<file path="config.mk">
export PLATFORM = sky130hd
export DESIGN_NAME = id_number_check_and_upgrade_unit
export DESIGN_NICKNAME = d
export VERILOG_FILES = /design/src/hw/rtl/idck_pkg.sv /design/src/hw/rtl/idck_store.sv /design/src/hw/rtl/idck_ctrl.sv /design/src/hw/rtl/id_number_check_and_upgrade_unit.sv
export SDC_FILE = /design/constraint.sdc
export NUM_CORES = 1
export LEC_CHECK = 0
export BUFFER_PORTS_ARGS = -buffer_cell sky130_fd_sc_hd__buf_2
export CORE_ASPECT_RATIO = 0.5
export CORE_MARGIN = 4
export CORE_UTILIZATION = 55
export CTS_CLUSTER_SIZE = 12
export DETAILED_ROUTE_END_ITERATION = 16
export PLACE_DENSITY = 0.79
export SKIP_LAST_GASP = 1
export SLEW_MARGIN = 20
export SYNTH_ARGS = -nofsm -noshare
export SYNTH_HDL_FRONTEND = slang
export SYNTH_SLANG_ARGS = --single-unit
</file>
<file path="constraint.sdc">
create_clock -name clk -period 13.45 [get_ports clk]
set_input_delay 1.345 -clock clk [delete_from_list [all_inputs] [get_ports clk]]
set_output_delay 1.345 -clock clk [all_outputs]
set_load 0.03 [all_outputs]
</file>
<file path="src/hw/rtl/idck_pkg.sv">
// ----------------------------------------------------------------------------
// idck_pkg
// Shared types, constants and small arithmetic helpers for the identity
// number check and upgrade unit.
// ----------------------------------------------------------------------------
package idck_pkg;

  localparam int unsigned STORE_DEPTH = 18;
  localparam int unsigned ADDR_W      = $clog2(STORE_DEPTH);

  localparam logic [4:0] LONG_LEN  = 5'd18;
  localparam logic [4:0] SHORT_LEN = 5'd15;
  localparam logic [4:0] BODY_LEN  = 5'd17;
  localparam logic [4:0] COUNT_CAP = 5'd19;
  localparam logic [4:0] HEAD_LEN  = 5'd6;
  localparam logic [4:0] CENT_GAP  = 5'd2;
  localparam logic [4:0] CENT_HI_IDX = 5'd6;
  localparam logic [4:0] CENT_LO_IDX = 5'd7;
  localparam logic [4:0] LAST_IDX    = 5'd17;
  localparam logic [4:0] SEQ0_POS    = 5'd12;
  localparam logic [4:0] SEQ1_POS    = 5'd13;
  localparam logic [4:0] SEQ2_POS    = 5'd14;

  localparam logic [3:0] MODULUS = 4'd11;

  localparam logic [7:0] CH_ZERO = 8'h30;
  localparam logic [7:0] CH_ONE  = 8'h31;
  localparam logic [7:0] CH_SIX  = 8'h36;
  localparam logic [7:0] CH_EIGHT = 8'h38;
  localparam logic [7:0] CH_NINE = 8'h39;
  localparam logic [7:0] CH_X    = 8'h58;

  // Weighted contribution of the inserted century digits, reduced mod 11:
  // 2 * 1 + 1 * 8 for century 18 and 2 * 1 + 1 * 9 for century 19.
  localparam logic [3:0] CENT_OLD_ADD = 4'd10;
  localparam logic [3:0] CENT_NEW_ADD = 4'd0;

  localparam logic KIND_VERDICT = 1'b0;
  localparam logic KIND_CHAR    = 1'b1;

  typedef enum logic [1:0] {
    S_IDLE,
    S_FINISH,
    S_READ,
    S_LOAD
  } state_t;

  typedef struct packed {
    logic              en;
    logic [ADDR_W-1:0] addr;
    logic [7:0]        data;
  } mem_wr_t;

  typedef struct packed {
    logic              en;
    logic [ADDR_W-1:0] addr;
  } mem_rd_t;

  typedef struct packed {
    logic       load;
    logic       kind;
    logic       verdict;
    logic [7:0] ch;
    logic       run_end;
  } load_req_t;

  function automatic logic [3:0] weight_of(input logic [4:0] pos);
    logic [3:0] w;
    case (pos)
      5'd0:    w = 4'd7;
      5'd1:    w = 4'd9;
      5'd2:    w = 4'd10;
      5'd3:    w = 4'd5;
      5'd4:    w = 4'd8;
      5'd5:    w = 4'd4;
      5'd6:    w = 4'd2;
      5'd7:    w = 4'd1;
      5'd8:    w = 4'd6;
      5'd9:    w = 4'd3;
      5'd10:   w = 4'd7;
      5'd11:   w = 4'd9;
      5'd12:   w = 4'd10;
      5'd13:   w = 4'd5;
      5'd14:   w = 4'd8;
      5'd15:   w = 4'd4;
      5'd16:   w = 4'd2;
      default: w = 4'd0;
    endcase
    return w;
  endfunction

  function automatic logic [7:0] check_char(input logic [3:0] r);
    logic [7:0] c;
    case (r)
      4'd0:    c = CH_ONE;
      4'd1:    c = CH_ZERO;
      4'd2:    c = CH_X;
      4'd3:    c = CH_NINE;
      4'd4:    c = CH_EIGHT;
      4'd5:    c = 8'h37;
      4'd6:    c = CH_SIX;
      4'd7:    c = 8'h35;
      4'd8:    c = 8'h34;
      4'd9:    c = 8'h33;
      4'd10:   c = 8'h32;
      default: c = CH_ZERO;
    endcase
    return c;
  endfunction

  // Reduces a product below 128 modulo 11 by conditional subtraction.
  function automatic logic [3:0] mod11_small(input logic [6:0] p);
    logic [6:0] v;
    v = p;
    if (v >= 7'd88) v = v - 7'd88;
    if (v >= 7'd44) v = v - 7'd44;
    if (v >= 7'd22) v = v - 7'd22;
    if (v >= 7'd11) v = v - 7'd11;
    return v[3:0];
  endfunction

  function automatic logic [3:0] add_mod11(input logic [3:0] r, input logic [3:0] p);
    logic [4:0] s;
    s = {1'b0, r} + {1'b0, p};
    if (s >= {1'b0, MODULUS}) s = s - {1'b0, MODULUS};
    return s[3:0];
  endfunction

endpackage

</file>
<file path="src/hw/rtl/idck_store.sv">
// ----------------------------------------------------------------------------
// idck_store
// Character buffer: one write port and one synchronous read port with a
// registered read data output.
// ----------------------------------------------------------------------------
module idck_store
  import idck_pkg::*;
(
  input  logic       clk,
  input  mem_wr_t    wr,
  input  mem_rd_t    rd,
  output logic [7:0] rd_data
);

  logic [7:0] mem [STORE_DEPTH];

  always_ff @(posedge clk) begin
    if (wr.en) begin
      mem[wr.addr] <= wr.data;
    end
  end

  always_ff @(posedge clk) begin
    if (rd.en) begin
      rd_data <= mem[rd.addr];
    end
  end

endmodule

</file>
<file path="src/hw/rtl/idck_ctrl.sv">
// ----------------------------------------------------------------------------
// idck_ctrl
// Running check sums, character count and the sequencer that emits the
// verdict or reads the buffer back to build the upgraded number.
// ----------------------------------------------------------------------------
module idck_ctrl
  import idck_pkg::*;
(
  input  logic       clk,
  input  logic       rst,
  input  logic       char_valid,
  output logic       char_stall,
  input  logic [7:0] char_in,
  input  logic       is_final,
  output mem_wr_t    mem_wr,
  output mem_rd_t    mem_rd,
  input  logic [7:0] rd_data,
  input  logic       slot_free,
  output load_req_t  load_req
);

  state_t     state;
  state_t     state_next;
  logic [4:0] count;
  logic [3:0] sum_long;
  logic [3:0] sum_short;
  logic       bad;
  logic       old_seq;
  logic [4:0] idx;
  logic [7:0] last_ch;

  logic       accept;
  logic       digit;
  logic [3:0] dv;
  logic [4:0] short_pos;
  logic [7:0] prod_long;
  logic [7:0] prod_short;
  logic       upgrade;
  logic       clear_run;
  logic [7:0] cent_ch;
  logic [3:0] total;

  assign char_stall = (state != S_IDLE);
  assign accept     = char_valid && (state == S_IDLE);
  assign digit      = char_in inside {[CH_ZERO:CH_NINE]};
  assign dv         = digit ? char_in[3:0] : 4'd0;
  assign short_pos  = (count < HEAD_LEN) ? count : count + CENT_GAP;
  assign prod_long  = dv * weight_of(count);
  assign prod_short = dv * weight_of(short_pos);
  assign upgrade    = (count == SHORT_LEN) && !bad;
  assign cent_ch    = old_seq ? CH_EIGHT : CH_NINE;
  assign total      = add_mod11(sum_short, old_seq ? CENT_OLD_ADD : CENT_NEW_ADD);
  assign clear_run  = ((state == S_FINISH) && !upgrade && slot_free) ||
                      ((state == S_LOAD) && slot_free && (idx == LAST_IDX));

  always_comb begin
    state_next = state;
    case (state)
      S_IDLE: begin
        if (accept && is_final) state_next = S_FINISH;
      end
      S_FINISH: begin
        if (upgrade) begin
          state_next = S_READ;
        end else if (slot_free) begin
          state_next = S_IDLE;
        end
      end
      S_READ: begin
        state_next = S_LOAD;
      end
      S_LOAD: begin
        if (slot_free) state_next = (idx == LAST_IDX) ? S_IDLE : S_READ;
      end
      default: state_next = S_IDLE;
    endcase
  end

  always_comb begin
    mem_wr.en   = accept && (count < LONG_LEN);
    mem_wr.addr = count[ADDR_W-1:0];
    mem_wr.data = char_in;
    mem_rd.en   = (state == S_READ);
    mem_rd.addr = (idx < HEAD_LEN) ? idx[ADDR_W-1:0] : (idx - CENT_GAP);
    load_req    = '0;
    case (state)
      S_FINISH: begin
        load_req.load    = slot_free && !upgrade;
        load_req.kind    = KIND_VERDICT;
        load_req.verdict = (count == LONG_LEN) && !bad &&
                           (last_ch == check_char(sum_long));
        load_req.run_end = 1'b1;
      end
      S_LOAD: begin
        load_req.load    = slot_free;
        load_req.kind    = KIND_CHAR;
        load_req.run_end = (idx == LAST_IDX);
        if (idx == CENT_HI_IDX) begin
          load_req.ch = CH_ONE;
        end else if (idx == CENT_LO_IDX) begin
          load_req.ch = cent_ch;
        end else if (idx == LAST_IDX) begin
          load_req.ch = check_char(total);
        end else begin
          load_req.ch = rd_data;
        end
      end
      default: load_req = '0;
    endcase
  end

  always_ff @(posedge clk) begin
    if (rst) begin
      state     <= S_IDLE;
      count     <= '0;
      sum_long  <= '0;
      sum_short <= '0;
      bad       <= 1'b0;
      old_seq   <= 1'b0;
      idx       <= '0;
    end else begin
      state <= state_next;
      if (accept) begin
        if (count < COUNT_CAP) count <= count + 5'd1;
        if (count < BODY_LEN) begin
          sum_long <= add_mod11(sum_long, mod11_small(prod_long[6:0]));
          bad      <= bad | !digit;
        end
        if (count < SHORT_LEN) begin
          sum_short <= add_mod11(sum_short, mod11_small(prod_short[6:0]));
        end
        if (count == SEQ0_POS) begin
          old_seq <= (char_in == CH_NINE);
        end else if (count == SEQ1_POS) begin
          old_seq <= old_seq && (char_in == CH_NINE);
        end else if (count == SEQ2_POS) begin
          old_seq <= old_seq && (char_in >= CH_SIX) && (char_in <= CH_NINE);
        end
      end
      if (state == S_FINISH) idx <= '0;
      if ((state == S_LOAD) && slot_free) idx <= idx + 5'd1;
      if (clear_run) begin
        count     <= '0;
        sum_long  <= '0;
        sum_short <= '0;
        bad       <= 1'b0;
        old_seq   <= 1'b0;
      end
    end
  end

  always_ff @(posedge clk) begin
    if (accept) last_ch <= char_in;
  end

`ifndef SYNTHESIS
  a_final_to_finish: assert property (@(posedge clk) disable iff (rst)
    (char_valid && !char_stall && is_final) |=> (state == S_FINISH))
    else $error("final character did not start the finish step");

  a_count_cap: assert property (@(posedge clk) disable iff (rst)
    (count <= COUNT_CAP))
    else $error("character count passed its cap");

  a_residues: assert property (@(posedge clk) disable iff (rst)
    (sum_long < MODULUS) && (sum_short < MODULUS))
    else $error("check sum residue out of range");

  a_run_cleared: assert property (@(posedge clk) disable iff (rst)
    ((state == S_LOAD) && slot_free && (idx == LAST_IDX)) |=>
      ((state == S_IDLE) && (count == 5'd0)))
    else $error("run state not cleared after the last upgraded character");
`endif

endmodule

</file>
<file path="src/hw/rtl/id_number_check_and_upgrade_unit.sv">
// ----------------------------------------------------------------------------
// id_number_check_and_upgrade_unit
// Checks 18-character identity numbers and upgrades 15-character ones.
// ----------------------------------------------------------------------------
// Usage: characters enter on the char channel (char_valid, char_stall,
// char_in, is_final), one per transaction, with is_final set on the last
// character of a number. Results leave on the result channel (result_valid,
// result_stall, kind, verdict, char_out, run_end); run_end marks the last
// result of a number.
// A non-final character is taken whenever the unit is idle and gives no
// result. After the final character the input stalls while the number is
// finished: any number but a valid 15-character one gives one verdict
// transaction, which passes the finish state and then the output register.
// A valid 15-character number gives 18 character transactions; for each,
// the single read port of the character buffer is read, then the result is
// loaded into the output register.
// The output register lets the next characters enter while a verdict waits.
// When result_stall holds, the result stays in place and the finish step
// waits. Reset clears all control state and the output valid flag; buffer
// entries that reach the output are always written for the current number.
// ----------------------------------------------------------------------------
module id_number_check_and_upgrade_unit
  import idck_pkg::*;
(
  input  logic       clk,
  input  logic       rst,
  input  logic       char_valid,
  output logic       char_stall,
  input  logic [7:0] char_in,
  input  logic       is_final,
  output logic       result_valid,
  input  logic       result_stall,
  output logic       kind,
  output logic       verdict,
  output logic [7:0] char_out,
  output logic       run_end
);

  mem_wr_t    mem_wr;
  mem_rd_t    mem_rd;
  logic [7:0] rd_data;
  logic       slot_free;
  load_req_t  load_req;

  assign slot_free = !result_valid || !result_stall;

  idck_store u_store (
    .clk     (clk),
    .wr      (mem_wr),
    .rd      (mem_rd),
    .rd_data (rd_data)
  );

  idck_ctrl u_ctrl (
    .clk        (clk),
    .rst        (rst),
    .char_valid (char_valid),
    .char_stall (char_stall),
    .char_in    (char_in),
    .is_final   (is_final),
    .mem_wr     (mem_wr),
    .mem_rd     (mem_rd),
    .rd_data    (rd_data),
    .slot_free  (slot_free),
    .load_req   (load_req)
  );

  always_ff @(posedge clk) begin
    if (rst) begin
      result_valid <= 1'b0;
    end else if (load_req.load) begin
      result_valid <= 1'b1;
    end else if (!result_stall) begin
      result_valid <= 1'b0;
    end
  end

  always_ff @(posedge clk) begin
    if (load_req.load) begin
      kind     <= load_req.kind;
      verdict  <= load_req.verdict;
      char_out <= load_req.ch;
      run_end  <= load_req.run_end;
    end
  end

endmodule
</file>
== Yosys cells after proc, flatten, opt, wreduce, memory -nomap -nowiden ==
Memories as Yosys holds them, arrays and structs flattened. A register that Yosys moved wholly into a read port is not among the register bits.
Cells that the tools add are included.
Storage, ports and cells
  memories: 5
  RAM bits: 144
  memory bits (read-only): 448
  register bits: 42
  input port bits: 13
Cells by class
  bitwise operators: 2
  add/subtract/negate cells: 18
  order comparisons: 20
  reduce and logical (&&, ||, !) cells: 33
  $mul: 2
  eq/ne operators: 17
  mux-type cells: 65
Memory list
  u_store.mem: words 18, bits a word 8, rd ports 1, clocked after memory_dff 1, wr ports 1, RTL line idck_store.sv:15  | logic [7:0] mem [STORE_DEPTH];
  (no name shown): words 32, bits a word 4, rd ports 1, clocked after memory_dff 0, wr ports 0, RTL line idck_pkg.sv:69  | case (pos)
  (no name shown): words 32, bits a word 4, rd ports 1, clocked after memory_dff 1, wr ports 0, RTL line idck_pkg.sv:69
  (no name shown): words 16, bits a word 6, rd ports 1, clocked after memory_dff 1, wr ports 0, RTL line idck_pkg.sv:94  | case (r)
  (no name shown): words 16, bits a word 6, rd ports 1, clocked after memory_dff 0, wr ports 0, RTL line idck_pkg.sv:94
Operators with widths (count)
  two-way mux 7 bit: 24
  two-way mux 4 bit: 15
  two-way mux 5 bit: 6
  two-way mux 8 bit: 3
  == test 5 x 4 -> 1 bit, second input constant: 4
  subtractor 4 bit, second input constant: 5
  >= comparator 8 x 6 -> 1 bit, second input constant: 2
  adder 4 x 4 -> 5 bit: 3
  >= comparator 5 x 4 -> 1 bit, second input constant: 3
  logical AND 1 bit: 15
  less-than comparator 5 bit, second input constant: 3
  >= comparator 7 x 4 -> 1 bit, second input constant: 2
  >= comparator 7 x 5 -> 1 bit, second input constant: 2
  >= comparator 7 x 6 -> 1 bit, second input constant: 2
  >= comparator 7 bit, second input constant: 2
  multiplier 4 x 4 -> 7 bit: 2
  subtractor 7 x 5 -> 7 bit, second input constant: 2
  subtractor 7 x 6 -> 7 bit, second input constant: 2
  subtractor 7 bit, second input constant: 2
  adder 5 x 1 -> 5 bit, second input constant: 2
  == test 5 x 3 -> 1 bit, second input constant: 2
  == test 5 bit, second input constant: 2
  less-than comparator 5 x 3 -> 1 bit, second input constant: 2
  two-way mux 2 bit: 5
  26 further kinds: 45

== Depth between registers and ports, before layout ==
  depth in word-level cells: 29
  gate-level depth with buffers: 47
  gate-level depth less buffers: 44

== Hierarchy ==
A second synthesis with hierarchy kept.
Second synthesis, totals
  cells, all modules: 1013
  area total of the unflattened synthesis: 11851.4 um^2
By module, submodules not included
  idck_store: sequential area each 4564.4 um^2, cells an instance 288, area each 5950.7 um^2, times used 1
  idck_ctrl: sequential area each 880.8 um^2, cells an instance 710, area each 5537.8 um^2, times used 1
  id_number_check_and_upgrade_unit: sequential area each 350.3 um^2, cells an instance 15, area each 362.8 um^2, times used 1

== Least setup slack after synthesis ==
Ideal clock, no wire load.
  kind: input-to-reg
  start: input port char_in[7]
  end: register with a tool-made name
  arrival: 10.093 ns
  cell stages on the path: 44
  slack: 3.229 ns
  cell sequence: nor4bb_1 > buf_2 > nor2b_1 > clkbuf_1 > and2_1 > nand2_1 > fa_1 > fa_1 > inv_1 > fa_1 > xor2_1 > nand2_1 > or4_1 > a31o_2 > xor2_1 > inv_1 > ha_1 > inv_1 > [... 8 more ...] > ha_1 > nand2b_1 > a21oi_1 > o21ai_1 > ha_1 > fa_1 > xnor2_1 > a21boi_0 > inv_1 > o21ai_0 > nand2_1 > mux2i_1 > a211oi_1 > inv_1 > ha_1 > nor2_1 > a21oi_1 > o22ai_1
RTL lines
  from (decl): RTL line id_number_check_and_upgrade_unit.sv:29  | input logic [7:0] char_in,

==> flow_metrics.tcl <==
set metrics [dict create \
    wire_per_inst_um 19.28 \
    slowest_delay_ns 0.54 \
    cts_setup_buffers 0 \
    design_area_um2 12590 \
    path_buf_inv 7 \
    final_common_cell "edfxtp_1" \
    layout-drive-gt1-share_pct 13.73 \
    post-route-util_pct 60.84 \
    clkLatencyLatePin_ns 0.49 \
    crit_path_end_kind "register" \
    status "complete, no violations" \
    max_slew_margin_pct 29.04 \
    p_per_area_nw_per_um2 113.1 \
    synth-seq-cells 204 \
    die_y_um 110.9 \
    antenna_left 0 \
    numCtsBuffers 21 \
    whs_ns 0.5412 \
    crit_path_start "char_in[4]" \
    worstSetupStartpointType "input pin" \
    gp_congestion 0.8422 \
    clock_path_buffers 3 \
    numPortBuffers 25 \
    cap_violations 0 \
    antenna_found_initial 0 \
    crit_path_max_fanout 20 \
    ys_seq_area_share_pct 49.77 \
    cp.required_ns 13.81 \
    path_delay_family "adder cells" \
    vias 7775 \
    diodes 0 \
    postCtsResizedCells 0 \
    seq_area_um2 5797 \
    avgSynthCellArea_um2 11.99 \
    cts.clk_slew.worst_paths_ns 0.06 \
    tightest_slew_ns 1.060 \
    rr_startpoint "u_ctrl.count[2]" \
    rrSetupSlack_ns 2.49 \
    ys.flop_type "edfxtp_1" \
    slew_viol_final 0 \
    critPathKind "input pin to register" \
    syn2layout_area_growth_pct 8.123 \
    grt_pass1_wl_mm 39.72 \
    setup_tns_ns 0 \
    irDropWorstVdd_mv 0.08338 \
    synth_area_um2 11640 \
    hold_viol_final 0 \
    synth_edf_count 171 \
    dieArea_um2 23710 \
    yosysWarnings 0 \
    r2r_cells 43 \
    syn_inst 971 \
    cp_num_cells 44 \
    setup_viol 0 \
    multi_input_area_um2 5539 \
    fp.coreArea_um2 20690 \
    hold_class "register to register" \
    cts_root_buf "clkbuf_16" \
    fin_crit_ns 11.38 \
    synthArstFlopShare_pct 0 \
    rsz0062_at_grt "no" \
    start_util_pct 56.27 \
    most-common-layout-cells "edfxtp_1, nor2_1, nand2_1" \
    fill_cells 1503 \
    htree_levels 1 \
    finalCritPeriodShare_pct 84.59 \
    p_leak_nw 4.756 \
    cts.sinks 204 \
    io_pins 26 \
    synth_cell_type_count 87 \
    dr.pass1.iters 5 \
    cp_slowest_cell "fa_1" \
    initialDrtViolationCount 831 \
    hold_buffers 0 \
    num_rows 37 \
    grt_pass1_vias 7626 \
    critPathArrivalTime_ns 11.74 \
    hpwl_mm 16.69 \
    dpl_cell_area_um2 12020 \
    die_w_um 213.8 \
    vias_per_cell 6.117 \
    cts_tree "yes" \
    synth_nets 1066 \
    layout.nets 1085 \
    drt-total-wl_mm 24.51 \
    grt_start_max_net_pins 46 \
    drc_errors 0 \
    reg2reg_to "u_ctrl.sum_short[1]" \
    grt_usage_pct 20.62 \
    overflow 0 \
    clock.fmax_ghz 0.08789 \
    finalClockSkew_ns 0.007870 \
]
metal layers:
metal  routed length [um]  track usage [%]  vias up
met1                10660            28.45     3788
met5                    0                0        -
met3                 1302            2.177       34
met2                12130            35.64      257
li1                     -                -     3696
met4                  416            4.303        0
cell usage after synthesis, types with 6 or more instances:
library cell,instances,area (um^2)
mux4_2,33,743.2
ha_1,72,900.9
o21ai_0,34,170.2
nor2b_1,9,56.30
dfxtp_1,33,660.6
and2_1,22,137.6
and3_1,17,106.4
nand2_1,77,289.0
a211oi_1,9,67.56
fa_1,10,200.2
o211ai_1,12,90.09
o22ai_1,7,43.79
a21o_1,12,90.09
nor4_1,6,37.54
nor3_1,23,115.1
nand2b_1,6,37.54
inv_1,38,142.6
or3_1,6,37.54
mux2i_1,34,340.3
nand3_1,17,85.08
a21oi_1,48,240.2
buf_1,6,22.52
xnor2_1,30,262.8
edfxtp_1,171,5135
a221oi_1,6,52.55
o21ai_1,6,30.03
nor3b_1,8,60.06
clkbuf_1,23,86.33
mux2_2,13,146.4
xor2_1,13,113.9
nor2_1,78,292.8
a31oi_1,6,37.54
state kept, by name, indices dropped and copies added (netlist names), 2 cells and up, named ones only:
| signal | cells |
|---|---|
| u_store.mem | 144 |
| char_out | 8 |
| u_ctrl.last_ch | 8 |
| u_store.rd_data | 8 |
| u_ctrl.count | 5 |
| u_ctrl.idx | 5 |
| u_ctrl.sum_long | 4 |
| u_ctrl.sum_short | 4 |
| u_ctrl.state | 2 |
worst reg2reg max path, delay by kind of cell, from the launching register on:
| family | cells | cell delay [ns] |
|---|---|---|
| AOI/OAI and AO/OA | 9 | 2.13 |
| adders and majority gates | 10 | 3.49 |
| muxes | 4 | 1.05 |
| and+or+nand+nor | 12 | 1.68 |
| buffers and inverters | 3 | 0.28 |
| DFF | 1 | 0.61 |
| xor gates and xnor gates | 5 | 1.56 |
final cells by class:
cell class	instances	share of cell area [%]
Multi-Input combinational cell	689	43.99
Inverter	41	1.222
Clock inverter	3	0.1789
Sequential cell	204	46.04
Tap cell	273	2.713
Clock buffer	28	4.382
Timing Repair Buffer	33	1.471
worst min-delay path by stage:
stage | from | to | slack [ns] | cells past startpoint
after floorplan | u_ctrl.bad | u_ctrl.bad | 0.47 | 2
after global placement | u_ctrl.bad | u_ctrl.bad | 0.51 | 2
after detailed placement | u_ctrl.bad | u_ctrl.bad | 0.52 | 2
after CTS | u_ctrl.bad | u_ctrl.bad | 0.54 | 2
after global routing | u_ctrl.bad | u_ctrl.bad | 0.59 | 2
final | u_ctrl.bad | u_ctrl.bad | 0.54 | 2
where the power goes:
part,leakage [nW],internal [mW],switching (mW),total (mW)
sequential,1.82,0.713,0.0185,0.731
combinational,2.66,0.0667,0.111,0.178
clock,0.280,0.286,0.228,0.514
logic make-up (layout without fill, tap and decap cells):
family	count (synthesis)	after routing	synth area share (%)
and+or+nand+nor	293	293	12.57
xor gates and xnor gates	45	45	3.567
muxes	85	85	11.22
DFF	204	204	49.77
buffers and inverters	78	105	2.815
AOI/OAI and AO/OA	184	184	10.61
adders and majority gates	82	82	9.455
stage by stage:
step / power, mW / setup WS (ns) / cells
2_1_floorplan: 0.8693 / 3.229 / 971
3_3_place_gp: 0.9126 / 2.367 / 1240
3_5_place_dp: 0.9195 / 1.748 / 1240
4_1_cts: 1.426 / 2.224 / 1271
5_1_grt: 1.477 / 1.253 / 1271
6_report: 1.424 / 2.072 / 1271
No activity file was read; power rests on OpenSTA's default activity.
